### config.mk
export PLATFORM = sky130hd
export DESIGN_NAME = apspt_ctrl
export DESIGN_NICKNAME = d
export VERILOG_FILES = /design/src/design/apspt_pkg.sv /design/src/design/apspt_ctrl.sv
export VERILOG_INCLUDE_DIRS = /design/src /design/src/design
export SDC_FILE = /design/constraint.sdc
export NUM_CORES = 1
export LEC_CHECK = 0
export ABC_CLOCK_PERIOD_IN_PS = 1900
export BUFFER_PORTS_ARGS = -buffer_cell sky130_fd_sc_hd__buf_2
export CAP_MARGIN = 40
export CORE_MARGIN = 2
export CORE_UTILIZATION = 30
export CTS_CLUSTER_SIZE = 20
export DETAILED_ROUTE_END_ITERATION = 10
export PLACE_DENSITY_LB_ADDON = 0.3
export SYNTH_ARGS = -nofsm -noshare
export SYNTH_HDL_FRONTEND = slang
export SYNTH_SLANG_ARGS = --single-unit
### constraint.sdc
create_clock -name clk -period 1.9 [get_ports clk]
set_clock_uncertainty 0.15 [all_clocks]
set_input_delay 0.19 -clock clk [delete_from_list [all_inputs] [get_ports clk]]
set_output_delay 0.19 -clock clk [all_outputs]
set_load 0.005 [all_outputs]
### src/design/all_pairs_shortest_path_table_assert.svh
// Assertion macros for the shortest-path table. The block's own checks use
// these so that one switch turns them all off.
`ifndef ALL_PAIRS_SHORTEST_PATH_TABLE_ASSERT_SVH
`define ALL_PAIRS_SHORTEST_PATH_TABLE_ASSERT_SVH

`ifndef ASSERT_OFF

`define APSPT_ASSERT(name, clk, rst_n, prop, msg) \
	name: assert property (@(posedge clk) disable iff (!rst_n) (prop)) else $error(msg);

`define APSPT_ASSERT_NEVER(name, clk, rst_n, cond, msg) \
	name: assert property (@(posedge clk) disable iff (!rst_n) !(cond)) else $error(msg);

`else

`define APSPT_ASSERT(name, clk, rst_n, prop, msg)

`define APSPT_ASSERT_NEVER(name, clk, rst_n, cond, msg)

`endif

`endif

### src/design/apspt_pkg.sv
`timescale 1ns / 1ps
// ----------------------------------------------------------------------------
// apspt_pkg
// Types, codes and field widths shared by the shortest-path table modules.
// ----------------------------------------------------------------------------
package apspt_pkg;

	localparam int OPCODE_W = 2;
	localparam int NODE_W   = 5;
	localparam int WEIGHT_W = 20;
	localparam int STATUS_W = 2;
	localparam int COUNT_W  = 6;
	localparam int SUM_W    = WEIGHT_W + 1;
	localparam int PADDR_W  = 3;
	localparam int PDATA_W  = 32;

	// Distance that stands for "no edge" or "unreachable".
	localparam logic [WEIGHT_W-1:0] NO_EDGE = 20'd999999;

	// Word index of the node count register on the configuration port.
	localparam logic [PADDR_W-3:0] REG_NODE_COUNT = 1'b0;

	typedef enum logic [OPCODE_W-1:0] {
		OP_CLEAR    = 2'd0,
		OP_SET_EDGE = 2'd1,
		OP_QUERY    = 2'd2,
		OP_NONE     = 2'd3
	} opcode_t;

	typedef enum logic [STATUS_W-1:0] {
		ST_OK    = 2'd0,
		ST_SELF  = 2'd1,
		ST_RANGE = 2'd2
	} status_t;

	// What the controller has to do with a captured request.
	typedef enum logic [1:0] {
		KIND_CLEAR = 2'd0,
		KIND_EDGE  = 2'd1,
		KIND_QUERY = 2'd2,
		KIND_NONE  = 2'd3
	} kind_t;

	typedef struct packed {
		logic capture;
		logic init_step;
		logic edge_ab;
		logic edge_ba;
		logic copy_step;
		logic ik_read;
		logic ik_load;
		logic relax_step;
		logic query_read;
		logic query_load;
		logic result_load;
	} cmd_t;

	typedef struct packed {
		kind_t kind;
		logic  sweep_last;
		logic  j_last;
		logic  i_last;
		logic  k_last;
		logic  out_free;
	} stat_t;

endpackage

### src/design/apspt_ctrl.sv
`timescale 1ns / 1ps
// ----------------------------------------------------------------------------
// apspt_ctrl
// Sequencer for matrix initialization, edge writes, the copy sweep, the
// relaxation loops and queries.
// ----------------------------------------------------------------------------
`include "all_pairs_shortest_path_table_assert.svh"

module apspt_ctrl (
	input  logic            clk,
	input  logic            arst_n,
	input  logic            req_valid,
	output logic            req_stall,
	output apspt_pkg::cmd_t cmd,
	input  apspt_pkg::stat_t stat
);

	typedef enum logic [12:0] {
		S_INIT    = 13'b0_0000_0000_0001,
		S_IDLE    = 13'b0_0000_0000_0010,
		S_DECODE  = 13'b0_0000_0000_0100,
		S_CLEAR   = 13'b0_0000_0000_1000,
		S_EDGE_AB = 13'b0_0000_0001_0000,
		S_EDGE_BA = 13'b0_0000_0010_0000,
		S_COPY    = 13'b0_0000_0100_0000,
		S_ROW_LD  = 13'b0_0000_1000_0000,
		S_ROW_WT  = 13'b0_0001_0000_0000,
		S_RELAX   = 13'b0_0010_0000_0000,
		S_Q_RD    = 13'b0_0100_0000_0000,
		S_Q_WT    = 13'b0_1000_0000_0000,
		S_RESULT  = 13'b1_0000_0000_0000
	} state_t;

	state_t state_q;
	state_t state_d;

	assign req_stall = (state_q != S_IDLE);

	always_comb begin
		state_d = state_q;
		cmd     = '0;
		unique case (state_q)
			S_INIT: begin
				cmd.init_step = 1'b1;
				if (stat.sweep_last) begin
					state_d = S_IDLE;
				end
			end
			S_IDLE: begin
				if (req_valid) begin
					cmd.capture = 1'b1;
					state_d     = S_DECODE;
				end
			end
			S_DECODE: begin
				unique case (stat.kind)
					apspt_pkg::KIND_CLEAR: state_d = S_CLEAR;
					apspt_pkg::KIND_EDGE:  state_d = S_EDGE_AB;
					apspt_pkg::KIND_QUERY: state_d = S_Q_RD;
					apspt_pkg::KIND_NONE:  state_d = S_RESULT;
				endcase
			end
			S_CLEAR: begin
				cmd.init_step = 1'b1;
				if (stat.sweep_last) begin
					state_d = S_RESULT;
				end
			end
			S_EDGE_AB: begin
				cmd.edge_ab = 1'b1;
				state_d     = S_EDGE_BA;
			end
			S_EDGE_BA: begin
				cmd.edge_ba = 1'b1;
				state_d     = S_COPY;
			end
			S_COPY: begin
				cmd.copy_step = 1'b1;
				if (stat.sweep_last) begin
					state_d = S_ROW_LD;
				end
			end
			S_ROW_LD: begin
				cmd.ik_read = 1'b1;
				state_d     = S_ROW_WT;
			end
			S_ROW_WT: begin
				cmd.ik_load = 1'b1;
				state_d     = S_RELAX;
			end
			S_RELAX: begin
				cmd.relax_step = 1'b1;
				if (stat.j_last && stat.i_last && stat.k_last) begin
					state_d = S_RESULT;
				end else if (stat.j_last) begin
					state_d = S_ROW_LD;
				end
			end
			S_Q_RD: begin
				cmd.query_read = 1'b1;
				state_d        = S_Q_WT;
			end
			S_Q_WT: begin
				cmd.query_load = 1'b1;
				state_d        = S_RESULT;
			end
			S_RESULT: begin
				if (stat.out_free) begin
					cmd.result_load = 1'b1;
					state_d         = S_IDLE;
				end
			end
			default: state_d = S_IDLE;
		endcase
	end

	always_ff @(posedge clk or negedge arst_n) begin
		if (!arst_n) begin
			state_q <= S_INIT;
		end else begin
			state_q <= state_d;
		end
	end

	`APSPT_ASSERT(a_accept_to_decode, clk, arst_n, (req_valid && !req_stall) |=> (state_q == S_DECODE), "accepted request did not move to decode")

endmodule

### Yosys cells after proc, flatten, opt, wreduce, memory -nomap -nowiden

Cells that the tools add are included.
W data, S select, Z words.

* output and inout bits: 12
* flip-flop bits (word level): 13
* bits of input ports: 10
* logic and storage cells: 51

* equal/unequal tests: 23
* reductions and logical operators: 5
* multiplexer cells: 22

Operator list (count)
* $pmux W13 S13: 1
* $mux W13: 7
* $pmux W13 S4: 1
* $eq A13 B1 Y1 const B: 1
* $eq A13 B10 Y1 const B: 1
* $eq A13 B11 Y1 const B: 1
* $eq A13 B12 Y1 const B: 1
* $eq A13 B13 Y1 const B: 1
* $eq A13 B2 Y1 const B: 1
* $eq A13 B3 Y1 const B: 1
* $eq A13 B4 Y1 const B: 1
* $eq A13 B5 Y1 const B: 1
* $eq A13 B6 Y1 const B: 1
* $eq A13 B7 Y1 const B: 1
* $eq A13 B8 Y1 const B: 1
* $eq A13 B9 Y1 const B: 1
* $mux W1: 13
* $ne A13 B2 Y1 const B: 1
* $ne A2 B2 Y1 const B: 5
* $reduce_and A6 Y1: 1
* $eq A2 B2 Y1 const B: 2
* $ne A3 B3 Y1 const B: 1
* $eq A2 B1 Y1 const B: 1
* $logic_and A1 B1 Y1: 2
* other kinds (2): 2

### Longest topological paths before layout

* depth in word-level cells: 4
* mapped depth: 7
* depth with buffers taken out: 6

### Worst setup path before layout

No wires, ideal clock.

* kind: register to register
* start point: register state_q[4]
* end point: register state_q[1]
* buffers on the path: 0
* clock period less this slack: 1.939 ns
* data arrival time: 1.658 ns
* setup slack: -0.039 ns
* data required time: 1.619 ns
* setup time: 0.131 ns
* stages on the path, launching flop included: 6
* path through: dfrtp_1 nor4_1 nand2_2 or3_4 o2111ai_4 o31ai_1

* word-level cells in the longest chain between the ends: 3
* elaborated cells between the ends (all ways): 21
* classes of those cells: 19 x eq/ne; 1 x mux; 1 x reduce/logical

Ends and longest elaborated chain
* from (decl): RTL line apspt_ctrl.sv:34 `state_t state_q;`
* from (signal assigned): RTL line apspt_ctrl.sv:121 `state_q <= state_d;`
* $eq A13 B10 Y1, or another cell as far along: RTL line apspt_ctrl.sv:42 `unique case (state_q)`
* $ne A3 B3 Y1 (no source line) / $ne A2 B2 Y1 (equally long branches)
* $reduce_and A6 Y1 (no source line)

Parallel ways exist; a longest one is shown, timed or not.
A chain may end at the register's enable or synchronous reset.

==> impl_metrics.tcl <==
set metrics [dict create \
    status "finished with violations" \
    violations "setup timing" \
    endpoint_kind "output pin" \
    avgSynthCellArea_um2 8.60 \
    drt_iter0_drc 26 \
    cts_buffer_depth 2 \
    gp_congestion 0.818 \
    setup-violations-final 18 \
    rsz0062_at_grt "yes" \
    ff2ff_path_depth 7 \
    stdcell_area_um2 1540 \
    max_freq_mhz 461 \
    clkSlewWorstSetupHoldPaths_ns 0.08 \
    cts.sinks 13 \
    numPlacedInstances 173 \
    drc 0 \
    via_count 1040 \
    grt_pass1_vias 1027 \
    syn_to_final_growth_pct 76.0 \
    cts_buffers 3 \
    report.final.slew_viol_count 0 \
    grt_max_degree 14 \
    final-hold-violation-count 0 \
    p_total_mw 1.55 \
    setup_slack_ns -0.267 \
    reg_top3 "state_q (13)" \
    antenna_found_initial 0 \
    post_drt_via_cell_ratio 5.36 \
    largest-register "state_q" \
    path_max_fanout 3 \
    max_slew_margin 0.642 \
    root_buffer "clkbuf_4" \
    drive_gt1_frac 0.601 \
    period_needed_ns 2.17 \
    yosys_register_bits 13 \
    synth.distinct_cells 39 \
    chipHeight_um 58.1 \
    grt_pass1_wl_um 4640 \
    synth.largest_area_cell "dfrtp_1" \
    antenna_left 0 \
    wl_per_cell_um 15.7 \
    yosys.area.top_type_share 0.342 \
    fin_crit_sh 1.14 \
    dr.pass1.iters 4 \
    dp_hpwl_um 2010 \
    grt_usage 0.182 \
    insertion_delay_ns 0.29 \
    die_area_um2 3370 \
    ctsHtreeMaxLevel 1 \
    num_antenna_cells 0 \
    ys_warn_count 0 \
    p_per_area_nw_per_um2 1010 \
    port_buffers 21 \
    die_w_um 58.1 \
    maxCapViolations 0 \
    startpoint_type "register" \
    synth.area.top_cells "dfrtp_1, nor2_1, nor3_1, nand2b_1, nand2_1" \
    grt-ovfl-total 0 \
    ir_drop_v 0.000620 \
    seq_area_frac_synth 0.372 \
    tightest_slew_ns 0.532 \
    coreArea_um2 2760 \
    synth_fp_nets 112 \
    leakagePower_nw 0.758 \
    cp.arrival_ns 1.83 \
    critical_path_class "register to output pin" \
    largest_reg_flops 13 \
    fin_nets 174 \
    synthCells 102 \
    netlist_area_um2 877 \
    placed_area_um2 1180 \
    placement_rows 19 \
    min_path_type "input pin to register" \
    holdPathStages 3 \
    routed_wirelength_um 3060 \
    final_cells 194 \
    initial_core_util 0.318 \
    pre_cts_slack_ns -0.154 \
    tritoncts "yes" \
    pin_count 22 \
    worstPathRequired_ns 1.56 \
]
==> worst paths after layout <==
kind / start / to / slack (ns)
setup / recovery: state_q[7] / cmd[3] / -0.27
hold / removal: req_valid / state_q[2] / 0.06
setup reg to reg: state_q[7] / state_q[0] / -0.23
hold reg to reg: state_q[3] / state_q[3] / 0.49
max in group asynchronous: arst_n / state_q[0] / 1.15
min in group asynchronous: arst_n / state_q[5] / 0.16
==> repair_timing <==
| item | CTS | global route |
|---|---|---|
| hold endpoints to repair | 15 | 0 |
| setup buffers | 11 | 5 |
| hold buffers | 3 | 0 |
| endpoints found under the setup margin | 19 | 21 |
| gates resized for setup | 24 | 20 |
| pin swaps | 18 | 4 |
==> cell usage in the layout, fill, tap and decap left out, types with 4 or more instances in the layout <==
master / instances
buf_4: 31
buf_2: 21
dfrtp_1: 11
buf_6: 7
nand2_1: 6
nor2_2: 6
nand2b_1: 6
nor2_1: 5
nor3_1: 4
nand3_1: 4
==> cell type report <==
type / count / area (um2)
multi-input cells: 80 / 689
fillers: 246 / 1210
inverters: 4 / 15.0
clock buffers: 4 / 26.3
well taps: 31 / 38.8
flip-flops and latches: 13 / 328
repair buffers: 62 / 447
==> Yosys cell counts, drive strengths merged <==
master   number
clkbuf        3
o31ai         1
o211ai        1
inv           4
nor3         10
a211oi        1
dfstp         1
or3           3
and4b         1
o2111ai       1
or4           2
nand4         2
dfrtp        12
a21o          2
xor2          2
a21oi         2
o32ai         1
o21a          1
nand2         9
and2          1
and4          2
nor3b         2
o21ai         3
nor4b         1
o221a         1
nor2         13
nand2b        6
buf           2
nor4          5
xnor2         2
nand3         5
==> logic make-up (layout without fill, tap and decap cells) <==
logic type,Yosys count,count (layout),synth area share
AOI/OAI and AO/OA,14,14,0.133
buffers and inverters,9,70,0.0428
xor gates and xnor gates,4,4,0.0400
DFF,13,13,0.372
and+or+nand+nor,62,62,0.412
==> metal layers <==
layer,global-route usage,share of wire,vias to the layer above
met5,0,0,-
met3,0.0290,0.039,6
li1,-,-,498
met2,0.315,0.52,32
met1,0.225,0.42,504
met4,0.0764,0.017,0
==> power breakdown <==
part           switching [mW]  internal [mW]  total, mW
clock                   0.101         0.0818      0.183
sequential             0.0430          0.309      0.352
combinational           0.483          0.534       1.02
total                   0.627          0.925       1.55
==> worst max-delay path, stage by stage (launching register included) <==
cell and delay [ns]:
dfrtp_2 0.45, nor4_4 0.33, nand2_2 0.11, or3_4 0.39
buf_6 0.12, inv_2 0.04, buf_2 0.10
==> stage by stage <==
step,TNS (ns),utilization,hold slack (ns)
floorplan,-0.0210,-,-0.256
global placement,-0.682,0.430,-0.0499
detailed placement,-0.893,0.430,-0.0459
CTS,-3.02,0.518,0.0187
global route,-5.02,0.560,0.0981
finish,-3.45,0.560,0.0635
(Power assumes the default switching activity.)
